[src/sv/ptt_pkg.sv]
// Shared types and constants for the page table translation block.
package ptt_pkg;

    localparam int KEY_W      = 32;
    localparam int BASE_W     = 32;
    localparam int LEN_W      = 32;
    localparam int LIN_W      = 32;
    localparam int ADDR_OUT_W = 32;
    localparam int CNT_W      = 9;
    localparam int SLOT_W     = 9;
    localparam int PB_W       = 21;
    localparam int STATUS_W   = 3;
    localparam int REQ_W      = 2;

    localparam logic [REQ_W-1:0] REQ_INSERT = 2'd0;
    localparam logic [REQ_W-1:0] REQ_REMOVE = 2'd1;
    localparam logic [REQ_W-1:0] REQ_LOOKUP = 2'd2;
    localparam logic [REQ_W-1:0] REQ_NOP    = 2'd3;

    localparam logic [STATUS_W-1:0] ST_OK           = 3'd0;
    localparam logic [STATUS_W-1:0] ST_KEY_RANGE    = 3'd1;
    localparam logic [STATUS_W-1:0] ST_BAD_SIZE     = 3'd2;
    localparam logic [STATUS_W-1:0] ST_NULL         = 3'd3;
    localparam logic [STATUS_W-1:0] ST_OCCUPIED     = 3'd4;
    localparam logic [STATUS_W-1:0] ST_EMPTY        = 3'd5;
    localparam logic [STATUS_W-1:0] ST_LOOKUP_RANGE = 3'd6;

    localparam int PADDR_W   = 3;
    localparam int PDATA_W   = 32;
    localparam int REG_IDX_W = 1;
    localparam logic [REG_IDX_W-1:0] REG_TABLE_ENTRIES = 1'b0;
    localparam logic [REG_IDX_W-1:0] REG_PAGE_BYTES    = 1'b1;
    localparam logic [CNT_W-1:0] TABLE_ENTRIES_RST = 9'd256;
    localparam logic [PB_W-1:0]  PAGE_BYTES_RST    = 21'd4096;

    localparam int Q_DEPTH = 2;
    localparam int Q_PTR_W = 1;
    localparam int Q_CNT_W = 2;

    localparam int DIV_STEPS = 32;
    localparam int DIV_CNT_W = 5;

    typedef struct packed {
        logic [REQ_W-1:0] req_type;
        logic [KEY_W-1:0] slot_key;
        logic [BASE_W-1:0] page_base;
        logic [LEN_W-1:0] page_len;
        logic [LIN_W-1:0] linear_index;
    } t_req;

    typedef struct packed {
        logic [STATUS_W-1:0] status;
        logic [ADDR_OUT_W-1:0] address;
        logic [CNT_W-1:0] entry_count;
        logic is_full;
        logic tbl_empty;
    } t_rsp;

    typedef struct packed {
        logic [CNT_W-1:0] ents;
        logic [PB_W-1:0] page_bytes;
    } t_cfg;

    typedef struct packed {
        logic [REQ_W-1:0] op;
        logic [STATUS_W-1:0] status;
        logic [SLOT_W-1:0] slot;
        logic [BASE_W-1:0] page_base;
        logic [LIN_W-1:0] linear_index;
    } t_cmd;

    typedef struct packed {
        logic done;
        logic [LIN_W-1:0] quotient;
        logic [PB_W-1:0] remainder;
    } t_div_res;

endpackage

[src/sv/ptt_fifo.sv]
// Two-entry command queue between the front end and the back end.
module ptt_fifo import ptt_pkg::*; (
    input  logic i_clk,
    input  logic i_rst_n,
    input  logic i_push,
    input  t_cmd i_wdata,
    input  logic i_pop,
    output logic o_full,
    output logic o_empty,
    output t_cmd o_rdata
);

    t_cmd               r_buf [Q_DEPTH];
    logic [Q_PTR_W-1:0] r_wptr;
    logic [Q_PTR_W-1:0] r_rptr;
    logic [Q_CNT_W-1:0] r_cnt;

    assign o_full  = r_cnt == Q_CNT_W'(Q_DEPTH);
    assign o_empty = r_cnt == '0;
    assign o_rdata = r_buf[r_rptr];

    always_ff @(posedge i_clk) begin
        if (!i_rst_n) begin
            r_wptr <= '0;
            r_rptr <= '0;
            r_cnt  <= '0;
        end else begin
            if (i_push) begin
                r_wptr <= r_wptr + 1'b1;
            end
            if (i_pop) begin
                r_rptr <= r_rptr + 1'b1;
            end
            if (i_push && !i_pop) begin
                r_cnt <= r_cnt + 1'b1;
            end else if (!i_push && i_pop) begin
                r_cnt <= r_cnt - 1'b1;
            end
        end
    end

    always_ff @(posedge i_clk) begin
        if (i_push) begin
            r_buf[r_wptr] <= i_wdata;
        end
    end

endmodule

[config.mk]
export PLATFORM = sky130hd
export DESIGN_NAME = ptt_fifo
export DESIGN_NICKNAME = d
export VERILOG_FILES = /design/src/sv/ptt_pkg.sv /design/src/sv/ptt_fifo.sv
export SDC_FILE = /design/constraint.sdc
export NUM_CORES = 1
export LEC_CHECK = 0
export ABC_AREA = 1
export BUFFER_PORTS_ARGS = -buffer_cell sky130_fd_sc_hd__buf_4
export CORE_MARGIN = 10
export CORE_UTILIZATION = 47
export CTS_BUF_LIST = sky130_fd_sc_hd__clkbuf_8 sky130_fd_sc_hd__clkbuf_16
export DETAILED_ROUTE_END_ITERATION = 12
export HOLD_SLACK_MARGIN = 0.1
export PLACE_DENSITY = 0.84
export SYNTH_ARGS = -nofsm -noshare
export SYNTH_HDL_FRONTEND = slang
export SYNTH_SLANG_ARGS = --single-unit
[constraint.sdc]
create_clock -name i_clk -period 3.83 [get_ports i_clk]
set_input_delay 0.1915 -clock i_clk [delete_from_list [all_inputs] [get_ports i_clk]]
set_output_delay 0.1915 -clock i_clk [all_outputs]
set_load 0.03 [all_outputs]
==> results.toml <==
[critical_path]
cp-end-kind = "output pin"
reg2reg_depth = 3
cp_data_required_time_ns = 3.64
crit_path_start_kind = "flip-flop"
r2r_end = "r_buf[1][20]"
cp_max_fo = 78
worstSetupPathType = "flip-flop to output pin"
cp.arrival_ns = 2.24
reg2reg_setup_slack_ns = 1.88
reg2reg_from = "r_wptr"

[sta]
setup_tns_ns = 0
skew_ns = 0.00805
max-slew-margin-rel_pct = 19.7
fmax_mhz = 411
setup_viol = 0
maxSlewViolCount = 0
postLayoutSetupSlackWorst_ns = 1.40
fin_crit_sh_pct = 63.5
layout_min_cycle_time_ns = 2.43
hold_viol_final = 0
worst_pin_slew_ns = 1.20
rsz0062_at_grt = "no"

[power_and_ir_drop]
power_leakage_nw = 3.38
powerDensity_nw_per_um2 = 499
power_frac_clock_pct = 38.0
comb_power_share_pct = 14.1
p_int_mw = 3.33
peakVddDrop_v = 0.000379
seq_power_share_pct = 47.9
swShare_pct = 23.7
p_sw_mw = 1.04

[hold_path]
hp-class = "input pin to flip-flop"
worstHoldEndpoint = "r_cnt[0]"
whs_path_depth = 3
hp-start = "i_push"

[final_layout]
fin_area_sq_um = 8750
regArea_sq_um = 4790
layout_common_cells = "buf_4 (162), edfxtp_1 (156), dlygate4sd3_1 (83)"
drive_above_1_share_pct = 50.3
fill_cells = 768
syn_to_final_growth_pct = 47.3
diodes = 0
layout_commonest_cell = "buf_4"
multi_input_area_sq_um = 1060
nets = 617

[floorplanning]
die_area_sq_um = 17500
io_pins = 162
die_h_um = 132
std_cell_rows = 40
initial_core_util_pct = 48.6
die-width_um = 132
fp.coreArea_sq_um = 12200

[place]
port-buffer-count = 161
gp_congestion = 0.681
placed_cell_area_sq_um = 7320
place_ws_ns = 1.85
dp_hpwl_mm = 7.97

[status]
outcome = "finished clean"

[yosys]
synth_top_family_by_area = "multiplexers"
ys_types = 14
ys_seq_elements = 161
yosys.area_share.xor_xnor_pct = 0
synth.area.mux_share_pct = 16.1
synth_area_sq_um = 5940
synth_fa_ha_area_share_pct = 0.211
ys_warn_count = 0
synthSimpleGateAreaFrac_pct = 1.26
syn_inst = 278
synth_compound_area_share_pct = 0.169
syn_nets = 361
syn_area_per_cell_sq_um = 21.4
ys_seq_area_share_pct = 80.6

[route]
vias_per_cell = 4.77
drc = 0
drt_wl_total_mm = 13.7
drt_iter0_drc = 261
vias = 3412
antenna_left = 0
drt_first_pass_iters = 4
drt-wirelength-per-cell_um = 19.2

[clock_network]
cts.clk_slew.worst_paths_ns = 0.06
cts_sinks = 161
htree_num_levels = 4
cts_tree = "yes"
numCtsBuffers = 17
cts.path.max_buffers = 2
cts-root-buf = "clkbuf_16"
clkLatencyLatePin_ns = 0.42
post-cts-setup-buffers = 0

[global_routing]
grt.total_usage_pct = 15.4
grt_max_degree = 79
grt_pass1_wl_mm = 21.0
grt_pass1_vias = 3732
grt-ovfl-total = 0
antenna_found_initial = 0

[job]
drv_cap = 0
-- through the flow --
stage | std cells | power, mW | utilization, % | hold WS (ns)
floorplan | 278 | 2.43 | - | 0.290
global placement | 600 | 2.65 | 60.0 | 0.377
detailed placement | 600 | 2.67 | 60.0 | 0.379
CTS | 715 | 4.38 | 71.6 | 0.142
global route | 715 | 4.50 | 71.6 | 0.154
finish | 715 | 4.36 | 71.6 | 0.157
-- cells in the mapped netlist (all sizes together) --
master / number / share of area, %
nor2: 9 / 0.57
nand4: 1 / 0.11
buf: 9 / 1.2
mux2: 78 / 16
ha: 1 / 0.21
inv: 8 / 0.51
a21oi: 1 / 0.084
nand3: 1 / 0.084
edfxtp: 156 / 79
nand2: 8 / 0.51
dfxtp: 5 / 1.7
o21ai: 1 / 0.084
-- area by class of cell --
type	instances	share of cell area [%]
tap	168	2.40
clock inverter	13	1.57
inverter	8	0.358
multi-input combinational	100	12.1
timing repair buffer	246	23.6
sequential	161	54.7
clock buffer	19	5.18
-- state kept, by name (all words and copies together), names as in the netlist, named ones only --
| register | count |
|---|---|
| r_rptr | 1 |
| r_buf | 156 |
| r_cnt | 2 |
| r_wptr | 1 |
-- critical path, cell delays in order, from the launching register on --
cell	delay, ns
dfxtp_4	1.07
mux2_2	0.44
buf_4	0.17
-- power groups by stage --
stage | clock, mW | combinational [mW] | sequential [mW]
global route | 1.76 | 0.648 | 2.10
detailed placement | 0 | 0.539 | 2.13
global placement | 0 | 0.530 | 2.12
floorplan | 0 | 0.337 | 2.10
CTS | 1.68 | 0.613 | 2.09
finish | 1.66 | 0.613 | 2.09
-- per-layer routing --
metal | vias to the layer above | routed length (um) | global-route usage [%]
li1 | 1588 | - | -
met1 | 1670 | 5440 | 17.0
met5 | - | 0 | 0
met3 | 21 | 872 | 6.02
met2 | 133 | 7130 | 25.9
met4 | 0 | 264 | 6.60
-- kinds of logic (layout without fill, tap and decap cells) --
family,Yosys count,after routing
muxes,78,78
and+or+nand+nor,19,19
adders and majority gates,1,1
DFF,161,161
buffers and inverters,17,286
AOI/OAI and AO/OA,2,2
-- how the worst max path moves through the flow --
stage	from	endpoint	slack, ns	depth (start not counted)
floorplan	r_wptr	r_buf[0][0]	1.04	1
global placement	flip-flop	o_rdata[63]	1.86	2
detailed placement	r_wptr	r_buf[1][4]	1.85	3
CTS	flip-flop	o_rdata[63]	1.41	2
global route	flip-flop	o_rdata[63]	1.31	2
finish	flip-flop	o_rdata[27]	1.40	2
-- repair_timing --
action | CTS | global route
hold buffers | 83 | 0
gates resized for setup | 0 | 0
hold endpoints to repair | 161 | 0
endpoints found under the setup margin | 0 | 0
Note: power is estimated with default switching activity, not from simulation.
