==> config.mk <==
export PLATFORM = sky130hd
export DESIGN_NAME = ptt_front
export DESIGN_NICKNAME = d
export VERILOG_FILES = /design/src/sv/ptt_pkg.sv /design/src/sv/ptt_front.sv
export SDC_FILE = /design/constraint.sdc
export NUM_CORES = 1
export LEC_CHECK = 0
export BUFFER_PORTS_ARGS = -buffer_cell sky130_fd_sc_hd__buf_4
export CORE_AREA = 2 2 93 95
export DETAILED_ROUTE_END_ITERATION = 8
export DIE_AREA = 0 0 95 97
export PLACE_DENSITY = 0.65
export SYNTH_ARGS = -nofsm -noshare
export SYNTH_HDL_FRONTEND = slang
export SYNTH_SLANG_ARGS = --single-unit
==> constraint.sdc <==
create_clock -name vclk -period 1.7
set_input_delay 0.255 -clock vclk [all_inputs]
set_output_delay 0.255 -clock vclk [all_outputs]
set_load 0.005 [all_outputs]
==> src/sv/ptt_pkg.sv <==
// Shared types and constants for the page table translation block.
package ptt_pkg;

    localparam int KEY_W      = 32;
    localparam int BASE_W     = 32;
    localparam int LEN_W      = 32;
    localparam int LIN_W      = 32;
    localparam int ADDR_OUT_W = 32;
    localparam int CNT_W      = 9;
    localparam int SLOT_W     = 9;
    localparam int PB_W       = 21;
    localparam int STATUS_W   = 3;
    localparam int REQ_W      = 2;

    localparam logic [REQ_W-1:0] REQ_INSERT = 2'd0;
    localparam logic [REQ_W-1:0] REQ_REMOVE = 2'd1;
    localparam logic [REQ_W-1:0] REQ_LOOKUP = 2'd2;
    localparam logic [REQ_W-1:0] REQ_NOP    = 2'd3;

    localparam logic [STATUS_W-1:0] ST_OK           = 3'd0;
    localparam logic [STATUS_W-1:0] ST_KEY_RANGE    = 3'd1;
    localparam logic [STATUS_W-1:0] ST_BAD_SIZE     = 3'd2;
    localparam logic [STATUS_W-1:0] ST_NULL         = 3'd3;
    localparam logic [STATUS_W-1:0] ST_OCCUPIED     = 3'd4;
    localparam logic [STATUS_W-1:0] ST_EMPTY        = 3'd5;
    localparam logic [STATUS_W-1:0] ST_LOOKUP_RANGE = 3'd6;

    localparam int PADDR_W   = 3;
    localparam int PDATA_W   = 32;
    localparam int REG_IDX_W = 1;
    localparam logic [REG_IDX_W-1:0] REG_TABLE_ENTRIES = 1'b0;
    localparam logic [REG_IDX_W-1:0] REG_PAGE_BYTES    = 1'b1;
    localparam logic [CNT_W-1:0] TABLE_ENTRIES_RST = 9'd256;
    localparam logic [PB_W-1:0]  PAGE_BYTES_RST    = 21'd4096;

    localparam int Q_DEPTH = 2;
    localparam int Q_PTR_W = 1;
    localparam int Q_CNT_W = 2;

    localparam int DIV_STEPS = 32;
    localparam int DIV_CNT_W = 5;

    typedef struct packed {
        logic [REQ_W-1:0] req_type;
        logic [KEY_W-1:0] slot_key;
        logic [BASE_W-1:0] page_base;
        logic [LEN_W-1:0] page_len;
        logic [LIN_W-1:0] linear_index;
    } t_req;

    typedef struct packed {
        logic [STATUS_W-1:0] status;
        logic [ADDR_OUT_W-1:0] address;
        logic [CNT_W-1:0] entry_count;
        logic is_full;
        logic tbl_empty;
    } t_rsp;

    typedef struct packed {
        logic [CNT_W-1:0] ents;
        logic [PB_W-1:0] page_bytes;
    } t_cfg;

    typedef struct packed {
        logic [REQ_W-1:0] op;
        logic [STATUS_W-1:0] status;
        logic [SLOT_W-1:0] slot;
        logic [BASE_W-1:0] page_base;
        logic [LIN_W-1:0] linear_index;
    } t_cmd;

    typedef struct packed {
        logic done;
        logic [LIN_W-1:0] quotient;
        logic [PB_W-1:0] remainder;
    } t_div_res;

endpackage

==> src/sv/ptt_front.sv <==
// Front end: accepts request words and classifies them before queueing.
module ptt_front import ptt_pkg::*; (
    input  logic i_start,
    input  logic i_hold,
    input  logic i_q_full,
    input  t_req i_req,
    input  t_cfg i_cfg,
    output logic o_busy,
    output logic o_push,
    output t_cmd o_cmd
);

    logic key_out;

    assign o_busy  = i_hold | i_q_full;
    assign o_push  = i_start & ~o_busy;
    assign key_out = i_req.slot_key >= KEY_W'(i_cfg.ents);

    always_comb begin
        o_cmd.op           = i_req.req_type;
        o_cmd.slot         = SLOT_W'(i_req.slot_key);
        o_cmd.page_base    = i_req.page_base;
        o_cmd.linear_index = i_req.linear_index;
        o_cmd.status       = ST_OK;
        unique case (i_req.req_type)
            REQ_INSERT: begin
                if (key_out) begin
                    o_cmd.status = ST_KEY_RANGE;
                end else if (i_req.page_len != LEN_W'(i_cfg.page_bytes)) begin
                    o_cmd.status = ST_BAD_SIZE;
                end else if (i_req.page_base == '0) begin
                    o_cmd.status = ST_NULL;
                end
            end
            REQ_REMOVE: begin
                if (key_out) begin
                    o_cmd.status = ST_KEY_RANGE;
                end
            end
            REQ_LOOKUP: begin
                if (i_cfg.page_bytes == '0) begin
                    o_cmd.status = ST_LOOKUP_RANGE;
                end
            end
            default: begin
                o_cmd.status = ST_OK;
            end
        endcase
    end

endmodule

==> impl_metrics.csv, run 1 <==
group,metric,value,unit
run_status,status,"finished, violations left",
run_status,violations,"negative setup slack",
pwr,power.total,519,uW
setup_path,worstSetupStartpoint,"i_req[78]",
drt,top_layer,"met4",
die,die_h,97,um
job,cap_violations,0,
placed_design,numPortBuffers,179,
global_routing,antenna_found_initial,0,
drt,postRouteAntennaNets,0,
synthesis,synthAdderAreaFrac,8.79,%
final_layout,nNetsFinal,473,
setup_path,crit_path_max_fanout,2,
synthesis,synthTopCellsByArea,"buf_4 (44%), nor4_1 (12%), xor2_1 (11%)",
pwr,clockPowerShare,0,%
final_layout,fill_cells,875,
pwr,pwr-share-seq,0,%
placed_design,gp_congestion,0.681,
timing,relSlewSlack,74.8,%
final_layout,layout-drive-gt1-share,72.6,%
global_routing,grt-ovfl-total,0,
timing,hold_violations,0,
synthesis,synth_compound_area_share,5.76,%
synthesis,synth_area_per_cell,7.32,um2
die,io_pins,243,
synthesis,netlist_area,0.00128,mm2
final_layout,nClkBuffers,0,
synthesis,synth-xor-area-share,14.4,%
drt,wl_met1,1.61,mm
timing,min_period,1.86,ns
final_layout,regArea,0,um2
die,core-area,0.00813,mm2
setup_path,cp-endpoint,"o_cmd[74]",
synthesis,synth_top_area_share,43.9,%
synthesis,yosys.area_share.simple,23.6,%
timing,max_slew.worst_pin.slew,0.375,ns
global_routing,grt_pass1_wl,7.13,mm
timing,fin_crit_sh,110,%
placed_design,place.detailed.hpwl,4.58,mm
drt,drtPass1Iterations,4,
final_layout,seq_cells,0,
die,chipWidth,95,um
drt,wl_per_cell,12.3,um
setup_path,worstPathRequired,1.44,ns
pwr,swShare,33.1,%
setup_path,critPathArrivalTime,1.61,ns
drt,dr_wl_met3,584,um
setup_path,setup.worst_path.end_class,"primary output",
die,dieArea,0.00922,mm2
synthesis,ys_seq_area_share,0,%
drt,drc_errors,0,
drt,viasPerCell,3.90,
synthesis,yosys.cell_types.count,24,
pwr,combPwrFrac,100.0,%
setup_path,cpPeakStageDelay,0.54,ns
synthesis,synth_top_family_by_area,"buffers and inverters",
worst_hold_path,hp-class,"in2out",
pwr,leakagePower,1.24,nW
drt,vias,1576,
synthesis,yosysWarnings,0,
clock_network,cts_hold_buf,0,
pwr,p_sw,172,uW
pwr,power_density,212,mW/mm2
global_routing,grt_pass1_vias,1587,
timing,rsz0062_at_grt,"yes",
timing,finalMaxSlewViolations,0,
final_layout,stdcell_count,404,
synthesis,synth_most_common_cell,"buf_4",
drt,met2_length,2.74,mm
synthesis,synthMuxAreaShare,0,%
synthesis,ys_top_cells_by_count,"buf_4 (75), nor4_1 (24), xor2_1 (16)",
setup_path,cp-start-kind,"input port",
timing,fmax,0.537,GHz
final_layout,fin_util,30.1,%
timing,setup_slack,-0.163,ns
setup_path,timing_worst_setup_path_type,"in2out",
final_layout,n_antenna_cell,0,
drt,wl,4.97,mm
die,rows,33,
synthesis,yosys.area.top_type,"buf_4",
global_routing,grt_max_degree,4,
synthesis,synth_cells,175,
die,start_util,15.8,%
synthesis,synthesis.nets,347,
pwr,p_int,348,uW
timing,setup_viol,2,
setup_path,crit_chain,"buf_6 > or4_4 > nor4_4 > a41oi_1 > o31ai_1 > buf_4",
final_layout,syn2layout_area_growth,91.1,%
setup_path,cpMaxStageDelayCell,"or4_4",
placed_design,pre_cts_slack,-0.242,ns
pwr,peakVddDrop,0.0626,mV
drt,drtIter0Drc,2,
placed_design,dp_cells,403,
global_routing,grt_usage,9.36,%
## cells in the final DEF (no fill, tap or decap), types with 2 or more instances in the layout
| cell type | n |
|---|---|
| a21oi_1 | 2 |
| buf_4 | 195 |
| buf_6 | 3 |
| ha_1 | 6 |
| ha_4 | 3 |
| inv_1 | 10 |
| inv_2 | 2 |
| nand2_1 | 2 |
| nand3_1 | 3 |
| nand4_1 | 6 |
| nor2_1 | 5 |
| nor3_1 | 2 |
| nor4_1 | 19 |
| nor4_2 | 5 |
| o21ai_1 | 2 |
| or2_2 | 2 |
| xnor2_1 | 5 |
| xor2_1 | 15 |
## area by class of cell
type / count / area [um2] / area share, %
inverter: 12 / 45.0 / 1.84
multi-input combinational: 88 / 759 / 31.0
tap: 105 / 131 / 5.37
timing repair buffer: 199 / 1510 / 61.8
## cells by family (layout without fill, tap and decap cells)
family / Yosys count / count (layout)
adders and majority gates: 9 / 9
AOI/OAI and AO/OA: 9 / 9
xor gates and xnor gates: 21 / 21
buffers and inverters: 87 / 211
and+or+nand+nor: 49 / 49
## power by group through the flow
| stage | Combinational [mW] | Clock (mW) | Sequential, mW |
|---|---|---|---|
| final | 0.519 | 0 | 0 |
| after global routing | 0.568 | 0 | 0 |
| after detailed placement | 0.498 | 0 | 0 |
| after floorplan | 0.233 | 0 | 0 |
| after CTS | 0.516 | 0 | 0 |
| after global placement | 0.489 | 0 | 0 |
## how the worst min path moves through the flow
stage / start / to / slack, ns / cells after the start
after floorplan: i_start / o_push / 0.58 / 2
after global placement: i_req[16] / o_cmd[16] / 0.51 / 0
after detailed placement: i_req[16] / o_cmd[16] / 0.51 / 0
after CTS: i_req[16] / o_cmd[16] / 0.51 / 0
after global routing: i_req[18] / o_cmd[18] / 0.51 / 0
final: i_req[15] / o_cmd[15] / 0.51 / 0
## per-stage QoR
stage	hold WS, ns	cell area [um2]	setup TNS, ns
after detailed placement	0.510	2340	-0.480
after CTS	0.510	2400	-0.348
final	0.510	2450	-0.283
after floorplan	0.581	1280	0
after global placement	0.510	2340	-0.487
after global routing	0.510	2450	-0.504
## timing repair
action                                  4_1_cts  5_1_grt
pin swaps                                     8        3
cloned                                        0        0
resized for setup                            10        9
setup buffers                                 1        0
endpoints found under the setup margin        2        3
## per-layer routing
metal | vias to the layer above | GRT usage [%]
li1 | 781 | -
met5 | - | 0
met3 | 4 | 1.79
met2 | 108 | 19.5
met4 | 0 | 0.669
met1 | 683 | 9.56
## worst max-delay path: cells and delay by family
kind	cells	cell delay (ns)
AO/OA/AOI/OAI	2	0.23
buffers and inverters	2	0.24
AND/OR/NAND/NOR	2	0.88
Power figures use the tool's default switching activity.
==> inputs of run 2 (changes only) <==
==> constraint.sdc (replaced) <==
create_clock -name vclk -period 1.7
set_input_delay 0.51 -clock vclk [all_inputs]
set_output_delay 0.51 -clock vclk [all_outputs]
set_load 0.005 [all_outputs]
==> run 2 against run 1 <==
Effect of this change: the flow still finishes with violations (negative setup slack); flip-flop and latch count unchanged; worst hold slack better by 0.51 ns; setup slack worse by 0.49 ns; highest routed layer unchanged; core utilization up 3.5 points; total power up 15%; non-clock buffer count down 3; clock-buffer cell count unchanged; sequential share of layout area unchanged; combinational power up 15%; global-route usage up 0.68 points; maximum frequency down 21%; wire length up 8.2%.
==> impl_metrics.csv, run 2 (synthesis gave the netlist of run 1 again) <==
group,metric,value,unit
run_status,status,"finished, violations left",
run_status,violations,"negative setup slack",
final_layout,seq_cells,0,
setup_path,crit_path_max_fanout,2,
drt,postRouteAntennaNets,0,
final_layout,n_antenna_cell,0,
drt,drc_errors,0,
timing,hold_violations,0,
die,chipWidth,95,um
global_routing,grt_max_degree,4,
global_routing,grt_pass1_wl,7.50,mm
placed_design,pre_cts_slack,-0.712,ns
final_layout,regArea,0,um2
drt,wl_per_cell,13.4,um
timing,relSlewSlack,80.3,%
job,cap_violations,0,
timing,setup_viol,3,
setup_path,setup.worst_path.end_class,"primary output",
final_layout,fin_util,33.6,%
drt,drtIter0Drc,12,
die,core-area,0.00813,mm2
setup_path,crit_chain,"buf_8 > ha_4 > nand4_1 > nor3b_2 > o31ai_4 > a41oi_2 > o31ai_2 > buf_4",
drt,drtPass1Iterations,4,
timing,min_period,2.35,ns
clock_network,cts_hold_buf,0,
global_routing,antenna_found_initial,0,
timing,finalMaxSlewViolations,0,
die,die_h,97,um
final_layout,stdcell_area,0.00273,mm2
setup_path,timing_worst_setup_path_type,"in2out",
timing,fmax,0.425,GHz
worst_hold_path,whs_path_depth,0,
final_layout,nNetsFinal,470,
setup_path,cpPeakStageDelay,0.27,ns
drt,wl,5.38,mm
global_routing,grt_usage,10.0,%
pwr,leakagePower,1.26,nW
timing,rsz0062_at_grt,"yes",
final_layout,syn2layout_area_growth,113,%
drt,vias,1602,
worst_hold_path,hp-class,"in2out",
setup_path,critPathArrivalTime,1.84,ns
worst_hold_path,min-delay-start,"i_req[0]",
pwr,peakVddDrop,0.0859,mV
timing,fin_crit_sh,138,%
timing,holdWs,1.02,ns
final_layout,nClkBuffers,0,
pwr,power.total,598,uW
final_layout,stdcell_count,401,
global_routing,grt-ovfl-total,0,
setup_path,worstPathRequired,1.19,ns
global_routing,grt_pass1_vias,1653,
timing,max_slew.worst_pin.slew,0.293,ns
timing,setup_tns,-1.50,ns
setup_path,cp-start-kind,"input port",
placed_design,dp_cells,400,
final_layout,final_common_cell,"buf_4",
die,io_pins,243,
placed_design,gp_congestion,0.827,
die,rows,33,
placed_design,numPortBuffers,179,
final_layout,final_cell_mix,"buf_4 (177), xor2_1 (16), buf_6 (15), nor4_1 (10), nor4_2 (8)",
setup_path,cpMaxStageDelayCell,"nor3b_2",
timing,setup_slack,-0.651,ns
pwr,power_density,219,mW/mm2
placed_design,place_area,0.00246,mm2
die,start_util,15.8,%
drt,viasPerCell,4.00,
placed_design,place.detailed.hpwl,4.80,mm
final_layout,fill_cells,830,
die,dieArea,0.00922,mm2
final_layout,layout-drive-gt1-share,82.1,%
worst_hold_path,min_to,"o_cmd[0]",
[run 2: what timing repair did]
action	CTS	global route
endpoints found under the hold margin	0	0
setup buffers	0	1
pin swaps	11	19
endpoints found under the setup margin	3	3
gates resized for setup	24	27
[run 2: worst max path at each step]
| stage | startpoint | to | slack [ns] |
|---|---|---|---|
| floorplan | i_req[73] | o_cmd[74] | -0.31 |
| global placement | i_req[72] | o_cmd[74] | -0.72 |
| detailed placement | i_req[72] | o_cmd[74] | -0.71 |
| CTS | i_req[78] | o_cmd[74] | -0.69 |
| global route | i_cfg[27] | o_cmd[74] | -0.70 |
| finish | i_req[102] | o_cmd[74] | -0.65 |
[run 2: layer usage]
| metal | GRT usage, % | up-vias | wire (um) |
|---|---|---|---|
| li1 | - | 779 | - |
| met1 | 10.4 | 702 | 1720 |
| met2 | 20.9 | 115 | 3080 |
| met3 | 1.79 | 6 | 550 |
| met4 | 0.669 | 0 | 25 |
| met5 | 0 | - | 0 |
[run 2: cell type report]
class | instances | area, um2 | share of cell area, %
repair buffers | 196 | 1560 | 57.1
well taps | 105 | 131 | 4.81
inverters | 12 | 75.1 | 2.75
multi-input cells | 88 | 966 | 35.4
[run 2: worst max-delay path, delay by kind of cell]
kind,cells,cell delay [ns]
adder cells (fa/ha/maj),1,0.26
AO/OA/AOI/OAI,3,0.41
buffers and inverters,2,0.24
AND/OR/NAND/NOR,2,0.42
[run 2: power by group]
part	internal [mW]	switching, mW	total [mW]
combinational	0.384	0.214	0.598
clock	0	0	0
sequential	0	0	0
total	0.384	0.214	0.598
==> inputs of run 3 (changes only) <==
==> config.mk (replaced) <==
export PLATFORM = sky130hd
export DESIGN_NAME = ptt_front
export DESIGN_NICKNAME = d
export VERILOG_FILES = /design/src/sv/ptt_pkg.sv /design/src/sv/ptt_front.sv
export SDC_FILE = /design/constraint.sdc
export NUM_CORES = 1
export LEC_CHECK = 0
export CORE_AREA = 2 2 94 96
export DETAILED_ROUTE_END_ITERATION = 8
export DIE_AREA = 0 0 96 98
export DONT_BUFFER_PORTS = 1
export PLACE_DENSITY = 0.39
export RECOVER_POWER = 100
export SYNTH_ARGS = -nofsm -noshare
export SYNTH_HDL_FRONTEND = slang
export SYNTH_SLANG_ARGS = --single-unit
==> run 3 against run 2 <==
Effect of this change: the flow still finishes with violations (negative setup slack); via count down 43%; critical path depth decreased by 1; clock-buffer cell count unchanged; sequential share of layout area stayed put; design area shrank 58%.
==> impl_metrics.csv, run 3 (synthesis gave the netlist of run 1 again) <==
group,metric,value,unit
run_status,status,"finished, violations left",
run_status,violations,"negative setup slack",
timing,setup_viol,3,
pwr,power.total,150,uW
drt,drtPass1Iterations,2,
die,die_h,98,um
worst_hold_path,min_to,"o_cmd[12]",
pwr,power_density,131,mW/mm2
clock_network,cts_hold_buf,0,
global_routing,grt_usage,6.62,%
final_layout,n_antenna_cell,0,
final_layout,syn2layout_area_growth,-10.7,%
pwr,peakVddDrop,0.0432,mV
setup_path,critPathArrivalTime,1.59,ns
drt,wl_per_cell,16.6,um
pwr,p_sw,62.9,uW
global_routing,antenna_found_initial,0,
die,rows,34,
die,start_util,15.1,%
worst_hold_path,whs_path_depth,0,
final_layout,seq_cells,0,
timing,holdWs,1.02,ns
global_routing,grt_max_degree,5,
die,dieArea,0.00941,mm2
final_layout,nNetsFinal,279,
placed_design,place_area,0.00104,mm2
pwr,combPwrFrac,100.0,%
timing,fin_crit_sh,123,%
final_layout,nClkBuffers,0,
drt,vias,919,
global_routing,grt_pass1_wl,4.82,mm
setup_path,worstPathRequired,1.19,ns
die,chipWidth,96,um
job,cap_violations,0,
pwr,p_int,87.0,uW
drt,drtIter0Drc,4,
setup_path,cp-start-kind,"input port",
setup_path,setup.worst_path.end_class,"primary output",
timing,min_period,2.10,ns
final_layout,fill_cells,954,
die,io_pins,243,
die,core-area,0.00847,mm2
setup_path,crit_path_max_fanout,2,
timing,setup_slack,-0.397,ns
drt,wl,3.53,mm
pwr,clockPowerShare,0,%
global_routing,grt-ovfl-total,0,
timing,max_slew.worst_pin.slew,0.313,ns
pwr,leakagePower,0.309,nW
worst_hold_path,hp-class,"in2out",
timing,rsz0062_at_grt,"yes",
pwr,swShare,42.0,%
final_layout,layout-drive-gt1-share,40.0,%
timing,fmax,0.477,GHz
final_layout,regArea,0,um2
timing,relSlewSlack,79.0,%
placed_design,numPortBuffers,0,
pwr,pwr-share-seq,0,%
drt,viasPerCell,4.31,
worst_hold_path,min-delay-start,"i_req[12]",
timing,finalMaxSlewViolations,0,
drt,drc_errors,0,
drt,postRouteAntennaNets,0,
final_layout,stdcell_area,0.00114,mm2
final_layout,final_cell_mix,"nor4_1 (16), xor2_1 (16), ha_4 (7), nand4_1 (6)",
setup_path,timing_worst_setup_path_type,"in2out",
timing,hold_violations,0,
placed_design,gp_congestion,0.701,
global_routing,grt_pass1_vias,1042,
## run 3: cell type report
type / count / area [um2] / area share (%)
multi-input combinational: 88 / 890 / 77.8
timing repair buffer: 5 / 41.3 / 3.61
tap: 108 / 135 / 11.8
inverter: 12 / 77.6 / 6.78
## run 3: what timing repair did
| action | CTS | global route |
|---|---|---|
| pin swaps | 4 | 7 |
| gates resized for setup | 9 | 8 |
| buffers inserted | 0 | 0 |
| setup endpoints to repair | 3 | 3 |
## run 3: per-stage QoR
| step | setup slack, ns | TNS, ns | util (%) | cells |
|---|---|---|---|---|
| after floorplan | -0.310 | -0.554 | - | 175 |
| after global placement | -0.560 | -1.27 | 12.3 | 213 |
| after detailed placement | -0.560 | -1.24 | 12.3 | 213 |
| after CTS | -0.488 | -1.07 | 13.0 | 213 |
| after global routing | -0.517 | -1.18 | 13.5 | 213 |
| final | -0.397 | -0.861 | 13.5 | 213 |
## run 3: layer usage
layer  GRT usage [%]  up-vias  share of wire (%)
met1            7.87      399                 37
met2            12.2      121                 50
met3            1.62        6                 12
met5               0        -                  0
li1                -      393                  -
met4           0.549        0               0.68
## run 3: power groups by stage
stage | combinational (mW) | clock [mW] | sequential, mW
after detailed placement | 0.146 | 0 | 0
after floorplan | 0.261 | 0 | 0
after global placement | 0.144 | 0 | 0
final | 0.150 | 0 | 0
after global routing | 0.171 | 0 | 0
after CTS | 0.150 | 0 | 0
## run 3: worst max-delay path by stage
stage,from,to,slack [ns],cells past startpoint
finish,i_cfg[29],o_cmd[74],-0.40,7
global route,i_cfg[26],o_cmd[74],-0.52,7
CTS,i_req[73],o_cmd[74],-0.49,4
detailed placement,i_req[72],o_cmd[74],-0.56,5
floorplan,i_req[73],o_cmd[74],-0.31,4
global placement,i_req[72],o_cmd[74],-0.56,5
## run 3: worst max-delay path: stages
cell     delay (ns)
inv_8          0.01
ha_4           0.25
nand4_1        0.16
nor3b_2        0.26
o31ai_4        0.13
a41oi_2        0.17
o31ai_2        0.10
